### config.mk
export PLATFORM = sky130hd
export DESIGN_NAME = blob_centering_pd_tracker_unit
export DESIGN_NICKNAME = d
export VERILOG_FILES = /design/src/hw/rtl/bcpd_pkg.sv /design/src/hw/rtl/bcpd_pd_calc.sv /design/src/hw/rtl/blob_centering_pd_tracker_unit.sv
export SDC_FILE = /design/constraint.sdc
export NUM_CORES = 2
export LEC_CHECK = 0
export BUFFER_PORTS_ARGS = -buffer_cell sky130_fd_sc_hd__buf_2
export CAP_MARGIN = 10
export CORE_MARGIN = 2
export CORE_UTILIZATION = 45
export DETAILED_ROUTE_END_ITERATION = 16
export GPL_TIMING_DRIVEN = 1
export REMOVE_ABC_BUFFERS = 1
export SYNTH_ARGS = -nofsm -noshare
export SYNTH_HDL_FRONTEND = slang
export SYNTH_HIERARCHICAL = 1
export SYNTH_SLANG_ARGS = --single-unit
### constraint.sdc
create_clock -name clock -period 14.8 [get_ports clock]
set_input_delay 1.48 -clock clock [delete_from_list [all_inputs] [get_ports clock]]
set_output_delay 1.48 -clock clock [all_outputs]
set_load 0.1 [all_outputs]
### src/hw/rtl/bcpd_pkg.sv
`timescale 1ns / 1ps
// ----------------------------------------------------------------------------
// bcpd_pkg
// Shared codes, limits and types of the blob-centring PD tracker.
// ----------------------------------------------------------------------------
package bcpd_pkg;

   localparam logic [1:0] CMD_BLOB    = 2'd0;
   localparam logic [1:0] CMD_END     = 2'd1;
   localparam logic [1:0] CMD_EMPTY   = 2'd2;
   localparam logic [1:0] CMD_RESTART = 2'd3;

   localparam logic [2:0] ST_IGNORED  = 3'd0;
   localparam logic [2:0] ST_LOST     = 3'd1;
   localparam logic [2:0] ST_CENTRED  = 3'd2;
   localparam logic [2:0] ST_RELEASE  = 3'd3;
   localparam logic [2:0] ST_TRACKING = 3'd4;
   localparam logic [2:0] ST_GO_DOWN  = 3'd5;

   localparam logic [2:0] REG_GAIN_P      = 3'd0;
   localparam logic [2:0] REG_GAIN_D      = 3'd1;
   localparam logic [2:0] REG_HOME_X      = 3'd2;
   localparam logic [2:0] REG_HOME_Y      = 3'd3;
   localparam logic [2:0] REG_HOLD_OFF    = 3'd4;
   localparam logic [2:0] REG_STABLE_HOLD = 3'd5;

   localparam logic [12:0] HOME_X_RESET      = 13'd3200;
   localparam logic [15:0] HOLD_OFF_RESET    = 16'd1000;
   localparam logic [15:0] STABLE_HOLD_RESET = 16'd3000;

   localparam int CENTRE_X     = 160;
   localparam int CENTRE_Y     = 120;
   localparam int MAX_BLOB_W   = 280;
   localparam int MAX_BLOB_H   = 200;
   localparam int ERR_SAT      = 1023;
   localparam int DEADBAND     = 15;
   localparam int RELEASE_BAND = 25;
   localparam int D_MAX        = 40;
   localparam int MOVE_GAP_MS  = 40;
   localparam int X_SPAN       = 1920;
   localparam int Y_LIMIT      = 4800;

   typedef struct packed {
      logic signed [10:0] err_x;
      logic signed [10:0] err_y;
      logic               in_deadband;
      logic               beyond_release;
      logic signed [14:0] pos_x;
      logic signed [13:0] pos_y;
   } pd_result_type;

   function automatic logic signed [10:0] sat_err(input logic signed [17:0] v);
      logic signed [10:0] r;
      if (v > 18'sd1023) begin
         r = 11'(ERR_SAT);
      end else if (v < -18'sd1023) begin
         r = -11'(ERR_SAT);
      end else begin
         r = v[10:0];
      end
      return r;
   endfunction

   function automatic logic signed [6:0] clamp_d(input logic signed [11:0] v);
      logic signed [6:0] r;
      if (v > 12'sd40) begin
         r = 7'(D_MAX);
      end else if (v < -12'sd40) begin
         r = -7'(D_MAX);
      end else begin
         r = v[6:0];
      end
      return r;
   endfunction

endpackage

### src/hw/rtl/bcpd_pd_calc.sv
`timescale 1ns / 1ps
// ----------------------------------------------------------------------------
// bcpd_pd_calc
// Centre error, band checks and one clamped PD step of the arm targets.
// ----------------------------------------------------------------------------
module bcpd_pd_calc (
   input  logic [15:0]               cand_x,
   input  logic [15:0]               cand_y,
   input  logic signed [10:0]        prev_err_x,
   input  logic signed [10:0]        prev_err_y,
   input  logic signed [14:0]        pos_x,
   input  logic signed [13:0]        pos_y,
   input  logic signed [15:0]        gain_p,
   input  logic signed [15:0]        gain_d,
   input  logic [12:0]               home_x,
   output bcpd_pkg::pd_result_type   result
);
   import bcpd_pkg::*;

   logic signed [17:0] diff_x, diff_y;
   logic signed [10:0] err_x, err_y;
   logic signed [11:0] dd_x, dd_y;
   logic signed [6:0]  d_x, d_y;
   logic signed [26:0] prod_px, prod_py;
   logic signed [22:0] prod_dx, prod_dy;
   logic signed [27:0] sum_x, sum_y;
   logic signed [27:0] rnd_x, rnd_y;
   logic signed [19:0] step_x, step_y;
   logic signed [20:0] new_x, new_y;
   logic signed [14:0] x_lo, x_hi;

   assign diff_x = 18'(CENTRE_X) - $signed({2'b00, cand_x});
   assign diff_y = 18'(CENTRE_Y) - $signed({2'b00, cand_y});
   assign err_x  = sat_err(diff_x);
   assign err_y  = sat_err(diff_y);

   assign dd_x = 12'(err_x) - 12'(prev_err_x);
   assign dd_y = 12'(err_y) - 12'(prev_err_y);
   assign d_x  = clamp_d(dd_x);
   assign d_y  = clamp_d(dd_y);

   // x moves on the vertical error, y on the horizontal one
   assign prod_px = 27'(err_y) * 27'(gain_p);
   assign prod_dx = 23'(d_y) * 23'(gain_d);
   assign prod_py = 27'(err_x) * 27'(gain_p);
   assign prod_dy = 23'(d_x) * 23'(gain_d);

   assign sum_x  = 28'(prod_px) + 28'(prod_dx);
   assign sum_y  = 28'(prod_py) + 28'(prod_dy);
   assign rnd_x  = sum_x + 28'sd128;
   assign rnd_y  = sum_y + 28'sd128;
   assign step_x = rnd_x[27:8];
   assign step_y = rnd_y[27:8];

   assign new_x = 21'(pos_x) + 21'(step_x);
   assign new_y = 21'(pos_y) + 21'(step_y);
   assign x_lo  = $signed({2'b00, home_x}) - 15'(X_SPAN);
   assign x_hi  = $signed({2'b00, home_x}) + 15'(X_SPAN);

   always_comb begin
      result.err_x = err_x;
      result.err_y = err_y;
      result.in_deadband = (err_x <= 11'(DEADBAND)) && (err_x >= -11'(DEADBAND)) &&
                           (err_y <= 11'(DEADBAND)) && (err_y >= -11'(DEADBAND));
      result.beyond_release = (err_x > 11'(RELEASE_BAND)) || (err_x < -11'(RELEASE_BAND)) ||
                              (err_y > 11'(RELEASE_BAND)) || (err_y < -11'(RELEASE_BAND));
      if (new_x < 21'(x_lo)) begin
         result.pos_x = x_lo;
      end else if (new_x > 21'(x_hi)) begin
         result.pos_x = x_hi;
      end else begin
         result.pos_x = new_x[14:0];
      end
      if (new_y < -21'(Y_LIMIT)) begin
         result.pos_y = -14'(Y_LIMIT);
      end else if (new_y > 21'(Y_LIMIT)) begin
         result.pos_y = 14'(Y_LIMIT);
      end else begin
         result.pos_y = new_y[13:0];
      end
   end

endmodule

### src/hw/rtl/blob_centering_pd_tracker_unit.sv
`timescale 1ns / 1ps
// ----------------------------------------------------------------------------
// blob_centering_pd_tracker_unit
// Blob-centring PD tracker with deadband, release hysteresis and move limit.
// ----------------------------------------------------------------------------
// The unit takes one request per clock while the output is not stalled: a
// request is registered on acceptance in the input register, handled by one
// pass through the error, PD and clamp logic once the response register is
// free, and an end-of-report or empty-report request shows its response on
// rsp_ from the response register. Throughput is one request per cycle, set
// by the single compute stage between the input and response registers; the
// unit stalls only while a response waits on rsp_tready. Blob and restart
// requests give no response. Registers may be written only while idle.
// ----------------------------------------------------------------------------
module blob_centering_pd_tracker_unit (
   input  logic         clock,
   input  logic         reset,
   input  logic         req_tvalid,
   output logic         req_tready,
   // name_match[0], blob_cx[16:1], blob_cy[32:17], blob_w[48:33],
   // blob_h[64:49], time_ms[96:65], zero[103:97]
   input  logic [103:0] req_tdata,
   // command[1:0]
   input  logic [1:0]   req_tuser,
   output logic         rsp_tvalid,
   input  logic         rsp_tready,
   // target_x[14:0], target_y[28:15], move_now[29], zero[31:30]
   output logic [31:0]  rsp_tdata,
   // status[2:0]
   output logic [2:0]   rsp_tuser,
   input  logic         csr_psel,
   input  logic         csr_penable,
   input  logic         csr_pwrite,
   input  logic [4:0]   csr_paddr,
   input  logic [31:0]  csr_pwdata,
   output logic [31:0]  csr_prdata,
   output logic         csr_pready
);
   import bcpd_pkg::*;

   // configuration
   logic signed [15:0] gain_p_ff, gain_d_ff;
   logic [12:0]        home_x_ff;
   logic signed [13:0] home_y_ff;
   logic [15:0]        hold_off_ff, stable_hold_ff;
   logic               csr_write;

   // input register
   logic        s1_valid_ff;
   logic [1:0]  s1_cmd_ff;
   logic        s1_match_ff;
   logic [15:0] s1_cx_ff, s1_cy_ff, s1_w_ff, s1_h_ff;
   logic [31:0] s1_time_ff;

   // tracker state
   logic               tracking_ff, tracking_in;
   logic [31:0]        ignore_until_ff, ignore_until_in;
   logic               found_ff, found_in;
   logic [15:0]        cand_x_ff, cand_x_in, cand_y_ff, cand_y_in;
   logic signed [10:0] prev_x_ff, prev_x_in, prev_y_ff, prev_y_in;
   logic               locked_ff, locked_in;
   logic               stable_run_ff, stable_run_in;
   logic [31:0]        stable_start_ff, stable_start_in;
   logic signed [14:0] pos_x_ff, pos_x_in;
   logic signed [13:0] pos_y_ff, pos_y_in;
   logic [31:0]        move_stamp_ff, move_stamp_in;

   // response register
   logic               rsp_valid_ff, rsp_valid_in;
   logic [2:0]         rsp_status_ff, rsp_status_in;
   logic signed [14:0] rsp_x_ff;
   logic signed [13:0] rsp_y_ff;
   logic               rsp_move_ff, rsp_move_in;

   logic          out_free, fire, emit;
   logic [31:0]   since_ignore, start_eff, since_stable, since_move;
   pd_result_type pd;

   assign out_free   = !rsp_valid_ff || rsp_tready;
   assign fire       = s1_valid_ff && out_free;
   assign req_tready = !s1_valid_ff || out_free;

   assign csr_pready = 1'b1;
   assign csr_write  = csr_psel && csr_penable && csr_pwrite && csr_pready;

   always_ff @(posedge clock) begin
      if (reset) begin
         gain_p_ff      <= '0;
         gain_d_ff      <= '0;
         home_x_ff      <= HOME_X_RESET;
         home_y_ff      <= '0;
         hold_off_ff    <= HOLD_OFF_RESET;
         stable_hold_ff <= STABLE_HOLD_RESET;
      end else if (csr_write) begin
         unique case (csr_paddr[4:2])
            REG_GAIN_P:      gain_p_ff      <= csr_pwdata[15:0];
            REG_GAIN_D:      gain_d_ff      <= csr_pwdata[15:0];
            REG_HOME_X:      home_x_ff      <= csr_pwdata[12:0];
            REG_HOME_Y:      home_y_ff      <= csr_pwdata[13:0];
            REG_HOLD_OFF:    hold_off_ff    <= csr_pwdata[15:0];
            REG_STABLE_HOLD: stable_hold_ff <= csr_pwdata[15:0];
            default: ;
         endcase
      end
   end

   always_comb begin
      unique case (csr_paddr[4:2])
         REG_GAIN_P:      csr_prdata = {16'd0, gain_p_ff};
         REG_GAIN_D:      csr_prdata = {16'd0, gain_d_ff};
         REG_HOME_X:      csr_prdata = {19'd0, home_x_ff};
         REG_HOME_Y:      csr_prdata = {18'd0, home_y_ff};
         REG_HOLD_OFF:    csr_prdata = {16'd0, hold_off_ff};
         REG_STABLE_HOLD: csr_prdata = {16'd0, stable_hold_ff};
         default:         csr_prdata = '0;
      endcase
   end

   always_ff @(posedge clock) begin
      if (reset) begin
         s1_valid_ff <= 1'b0;
      end else if (req_tready) begin
         s1_valid_ff <= req_tvalid;
      end
   end

   always_ff @(posedge clock) begin
      if (req_tvalid && req_tready) begin
         s1_cmd_ff   <= req_tuser;
         s1_match_ff <= req_tdata[0];
         s1_cx_ff    <= req_tdata[16:1];
         s1_cy_ff    <= req_tdata[32:17];
         s1_w_ff     <= req_tdata[48:33];
         s1_h_ff     <= req_tdata[64:49];
         s1_time_ff  <= req_tdata[96:65];
      end
   end

   bcpd_pd_calc u_pd_calc (
      .cand_x     (cand_x_ff),
      .cand_y     (cand_y_ff),
      .prev_err_x (prev_x_ff),
      .prev_err_y (prev_y_ff),
      .pos_x      (pos_x_ff),
      .pos_y      (pos_y_ff),
      .gain_p     (gain_p_ff),
      .gain_d     (gain_d_ff),
      .home_x     (home_x_ff),
      .result     (pd)
   );

   assign since_ignore = s1_time_ff - ignore_until_ff;
   assign start_eff    = stable_run_ff ? stable_start_ff : s1_time_ff;
   assign since_stable = s1_time_ff - start_eff;
   assign since_move   = s1_time_ff - move_stamp_ff;

   always_comb begin
      tracking_in     = tracking_ff;
      ignore_until_in = ignore_until_ff;
      found_in        = found_ff;
      cand_x_in       = cand_x_ff;
      cand_y_in       = cand_y_ff;
      prev_x_in       = prev_x_ff;
      prev_y_in       = prev_y_ff;
      locked_in       = locked_ff;
      stable_run_in   = stable_run_ff;
      stable_start_in = stable_start_ff;
      pos_x_in        = pos_x_ff;
      pos_y_in        = pos_y_ff;
      move_stamp_in   = move_stamp_ff;
      emit            = 1'b0;
      rsp_status_in   = ST_IGNORED;
      rsp_move_in     = 1'b0;
      if (fire) begin
         unique case (s1_cmd_ff)
            CMD_BLOB: begin
               if (!found_ff && s1_match_ff && (s1_w_ff < 16'(MAX_BLOB_W)) &&
                   (s1_h_ff < 16'(MAX_BLOB_H))) begin
                  found_in  = 1'b1;
                  cand_x_in = s1_cx_ff;
                  cand_y_in = s1_cy_ff;
               end
            end
            CMD_RESTART: begin
               tracking_in     = 1'b1;
               found_in        = 1'b0;
               pos_x_in        = $signed({2'b00, home_x_ff});
               pos_y_in        = home_y_ff;
               prev_x_in       = '0;
               prev_y_in       = '0;
               locked_in       = 1'b0;
               stable_run_in   = 1'b0;
               ignore_until_in = s1_time_ff + {16'd0, hold_off_ff};
            end
            CMD_EMPTY: begin
               emit = 1'b1;
               if (tracking_ff) begin
                  prev_x_in     = '0;
                  prev_y_in     = '0;
                  stable_run_in = 1'b0;
                  rsp_status_in = ST_LOST;
               end
            end
            CMD_END: begin
               emit     = 1'b1;
               found_in = 1'b0;
               if (!tracking_ff || since_ignore[31]) begin
                  rsp_status_in = ST_IGNORED;
               end else if (!found_ff) begin
                  prev_x_in     = '0;
                  prev_y_in     = '0;
                  stable_run_in = 1'b0;
                  rsp_status_in = ST_LOST;
               end else if (pd.in_deadband) begin
                  locked_in       = 1'b1;
                  prev_x_in       = '0;
                  prev_y_in       = '0;
                  stable_start_in = start_eff;
                  if (since_stable >= {16'd0, stable_hold_ff}) begin
                     tracking_in   = 1'b0;
                     stable_run_in = 1'b0;
                     rsp_status_in = ST_GO_DOWN;
                  end else begin
                     stable_run_in = 1'b1;
                     rsp_status_in = ST_CENTRED;
                  end
               end else begin
                  stable_run_in = 1'b0;
                  if (locked_ff && !pd.beyond_release) begin
                     rsp_status_in = ST_RELEASE;
                  end else begin
                     locked_in     = 1'b0;
                     prev_x_in     = pd.err_x;
                     prev_y_in     = pd.err_y;
                     pos_x_in      = pd.pos_x;
                     pos_y_in      = pd.pos_y;
                     rsp_status_in = ST_TRACKING;
                     if (since_move >= 32'(MOVE_GAP_MS)) begin
                        move_stamp_in = s1_time_ff;
                        rsp_move_in   = 1'b1;
                     end
                  end
               end
            end
         endcase
      end
   end

   assign rsp_valid_in = out_free ? (fire && emit) : rsp_valid_ff;

   always_ff @(posedge clock) begin
      if (reset) begin
         tracking_ff     <= 1'b0;
         ignore_until_ff <= '0;
         found_ff        <= 1'b0;
         cand_x_ff       <= '0;
         cand_y_ff       <= '0;
         prev_x_ff       <= '0;
         prev_y_ff       <= '0;
         locked_ff       <= 1'b0;
         stable_run_ff   <= 1'b0;
         stable_start_ff <= '0;
         pos_x_ff        <= $signed({2'b00, HOME_X_RESET});
         pos_y_ff        <= '0;
         move_stamp_ff   <= '0;
         rsp_valid_ff    <= 1'b0;
      end else begin
         tracking_ff     <= tracking_in;
         ignore_until_ff <= ignore_until_in;
         found_ff        <= found_in;
         cand_x_ff       <= cand_x_in;
         cand_y_ff       <= cand_y_in;
         prev_x_ff       <= prev_x_in;
         prev_y_ff       <= prev_y_in;
         locked_ff       <= locked_in;
         stable_run_ff   <= stable_run_in;
         stable_start_ff <= stable_start_in;
         pos_x_ff        <= pos_x_in;
         pos_y_ff        <= pos_y_in;
         move_stamp_ff   <= move_stamp_in;
         rsp_valid_ff    <= rsp_valid_in;
      end
   end

   always_ff @(posedge clock) begin
      if (fire && emit) begin
         rsp_status_ff <= rsp_status_in;
         rsp_x_ff      <= pos_x_in;
         rsp_y_ff      <= pos_y_in;
         rsp_move_ff   <= rsp_move_in;
      end
   end

   assign rsp_tvalid = rsp_valid_ff;
   assign rsp_tuser  = rsp_status_ff;
   assign rsp_tdata  = {2'b00, rsp_move_ff, rsp_y_ff, rsp_x_ff};

endmodule
==> flow_metrics.env <==
export IMPL_status="completed"
export IMPL_powerDensity_nw_per_um2=55.18
export IMPL_cts_tree="built"
export IMPL_antenna_found_initial=18
export IMPL_final_area_um2=54560
export IMPL_gp_routability_congestion=0.9067
export IMPL_grt_pass1_wl_um=218800
export IMPL_synth_edf_count=126
export IMPL_slowest_delay_ns=0.66
export IMPL_path_delay_family="simple AND/OR/NAND/NOR gates"
export IMPL_r2r_end="rsp_y_ff[9]"
export IMPL_synth_async_reset_ratio=0
export IMPL_drc=0
export IMPL_ys_flop_type="dfxtp_1"
export IMPL_clk_path_buf_depth=3
export IMPL_hold_class="register to register"
export IMPL_ios=220
export IMPL_finalWorstSetupSlack_ns=0.6913
export IMPL_vias=39880
export IMPL_drtPass1Iterations=6
export IMPL_htreeDepth=2
export IMPL_final_antenna_net_count=0
export IMPL_whs_path_depth=2
export IMPL_die_w_um=333.8
export IMPL_yosysUniqueCellTypes=128
export IMPL_avgRoutedWirePerCell_um=18.94
export IMPL_p_leak_nw=24.92
export IMPL_grt_overflow=0
export IMPL_final_period_utilization=0.9533
export IMPL_post_place_ws_ns=0.04508
export IMPL_drive_gt1_frac=0.1210
export IMPL_core_area_um2=108400
export IMPL_whs_ns=0.4498
export IMPL_die_h_um=333.8
export IMPL_fill_cells=10470
export IMPL_clkSinkCount=402
export IMPL_crit_fanout=7
export IMPL_multi_input_area_um2=35760
export IMPL_hold_violations=0
export IMPL_syn_area_per_cell_um2=8.642
export IMPL_relSlewSlack=0.2246
export IMPL_rr_startpoint="cand_x_ff[0]"
export IMPL_hold_buffers=0
export IMPL_required_ns=15.17
export IMPL_dieArea_um2=111400
export IMPL_rrSetupSlack_ns=0.69
export IMPL_avgViaCountPerCell=5.439
export IMPL_clkTransAtPathRegs_ns=0.06
export IMPL_gr_usage_all_layers=0.2477
export IMPL_rr_worst_depth=52
export IMPL_tns_ns=0
export IMPL_utilization=0.5033
export IMPL_wl_um=138800
export IMPL_seq_area_um2=9311
export IMPL_tightest_slew_ns=1.163
export IMPL_ys_seq_area_frac=0.1901
export IMPL_instances_no_fill=7332
export IMPL_synth_seq_cells=402
export IMPL_maxSlewViolCount=0
export IMPL_syn_cell_area_um2=48960
export IMPL_worst_path_buf_inv=6
export IMPL_first_iter_violations=2972
export IMPL_cts_buffers=49
export IMPL_clk_latency_ns=0.64
export IMPL_final_setup_skew_ns=0.04471
export IMPL_layout_nets=7009
export IMPL_worst_ep_arrival_time_ns=14.48
export IMPL_row_count=121
export IMPL_min_from="ignore_until_ff[14]"
export IMPL_port_buffers=169
export IMPL_cp_end_kind="register"
export IMPL_grt_max_degree=140
export IMPL_grt_pass1_vias=39420
export IMPL_postSynthCellCount=5665
export IMPL_total_power_mw=3.011
export IMPL_critPathSlowestCell="or4b_2"
export IMPL_crit_type="register to register"
export IMPL_final_min_clock_period_ns=14.11
export IMPL_synth_warnings=6
export IMPL_path_common_cell="fa_1"
export IMPL_drv_cap=0
export IMPL_peakVddDrop_uv=89.63
export IMPL_dpl_instance_area_um2=52240
export IMPL_cp_start_kind="register"
export IMPL_areaGrowthSynthToFinish_pct=11.45
export IMPL_max_clock_freq_ghz=0.07088
export IMPL_setup_violations=0
export IMPL_min_to="ignore_until_ff[14]"
export IMPL_start_util=0.4516
export IMPL_dp_cells=7223
export IMPL_dp_final_hpwl_um=109500
export IMPL_root_buffer="clkbuf_16"
## power by group
part	leakage, nW	total, mW	internal (mW)	switching [mW]
Combinational	20.7	0.524	0.187	0.337
Sequential	3.43	1.19	1.16	0.0242
Clock	0.813	1.30	0.759	0.541
## area by class of cell
| cell class | instances | area share |
|---|---|---|
| inverter | 855 | 0.05882 |
| clock inverter | 33 | 0.007361 |
| clock buffer | 57 | 0.02396 |
| timing repair buffer | 421 | 0.05132 |
| tap | 1414 | 0.03243 |
| multi-input combinational | 4148 | 0.6554 |
| antenna | 2 | 0.00009173 |
| sequential | 402 | 0.1707 |
## cell families after synthesis
group           count (synthesis)  share of synthesized area
compound gates               1045                     0.1382
buf+inv                      1133                    0.09170
simple gates                 1814                     0.1801
other cells                     2                  0.0001534
flops                         402                     0.1901
xor+xnor                      195                    0.03519
mux                            92                    0.02078
fa+ha+maj                     982                     0.3437
## synthesized netlist by cell type (99+ instances only)
master / n / share of area
xnor2_1: 124 / 0.022
dfxtp_1: 276 / 0.11
a21oi_1: 387 / 0.040
nor2_1: 278 / 0.021
o21ai_0: 155 / 0.016
inv_1: 853 / 0.065
and2_1: 224 / 0.029
edfxtp_1: 126 / 0.077
fa_1: 605 / 0.25
a21o_1: 99 / 0.015
nand3_1: 132 / 0.013
ha_1: 377 / 0.096
nand2_1: 734 / 0.056
clkbuf_1: 206 / 0.016
## how the worst max path moves through the flow
| stage | startpoint | to | slack, ns | depth (start not counted) |
|---|---|---|---|---|
| final | cand_x_ff[0] | rsp_y_ff[9] | 0.69 | 52 |
| after global routing | cand_x_ff[0] | rsp_y_ff[9] | -0.05 | 54 |
| after CTS | cand_x_ff[0] | rsp_y_ff[6] | 0.01 | 53 |
| after detailed placement | cand_x_ff[0] | rsp_y_ff[6] | 0.05 | 51 |
| after global placement | cand_x_ff[0] | rsp_y_ff[6] | 0.12 | 51 |
| after floorplan | cand_y_ff[7] | rsp_x_ff[7] | -1.42 | 55 |
## what timing repair did
action | in CTS | in global routing
gates cloned | 0 | 3
setup buffers | 0 | 13
gates resized for setup | 1 | 111
setup endpoints to repair | 1 | 58
pin swaps | 0 | 32
## registers in the layout, summed over array words and instances, names as in the netlist, 15 cells and up
name             flops
s1_time_ff          32
cand_x_ff           16
cand_y_ff           16
stable_start_ff     32
s1_cy_ff            16
hold_off_ff         16
move_stamp_ff       32
gain_d_ff           16
stable_hold_ff      16
ignore_until_ff     32
pos_x_ff            15
gain_p_ff           16
s1_cx_ff            16
rsp_x_ff            15
## per-layer routing
metal  part of all wire  vias to the layer above  routed length (µm)  track usage
met5             0.0011                        -                 153            0
met4              0.034                       24                4775      0.08175
met3              0.069                      190                9630      0.04291
met2               0.44                     1137               60810       0.3868
met1               0.46                    19470               63470       0.3481
li1                   -                    19060                   -            -
## worst min-delay path, delay by kind of cell, from the launching register on
family             cells  cell delay, ns
AOI/OAI and AO/OA      1            0.05
and+or+nand+nor        1            0.05
DFF                    1            0.31
## placed cells by master, fill, tap and decap left out, drive strengths merged, types with 53 or more instances in the layout
cell type and instances:
inv 857, nand2 736, fa 605, buf 419, a21oi 393, ha 377, nor2 279, dfxtp 276
and2 226, o21ai 170, nand3 135, edfxtp 126, xnor2 125, a21o 100, xor2 70, mux2i 69
nor2b 68, a211oi 63, clkbuf 59, nor3 57, and3 56, nand4 54, nand2b 53
(Power assumes the default switching activity.)
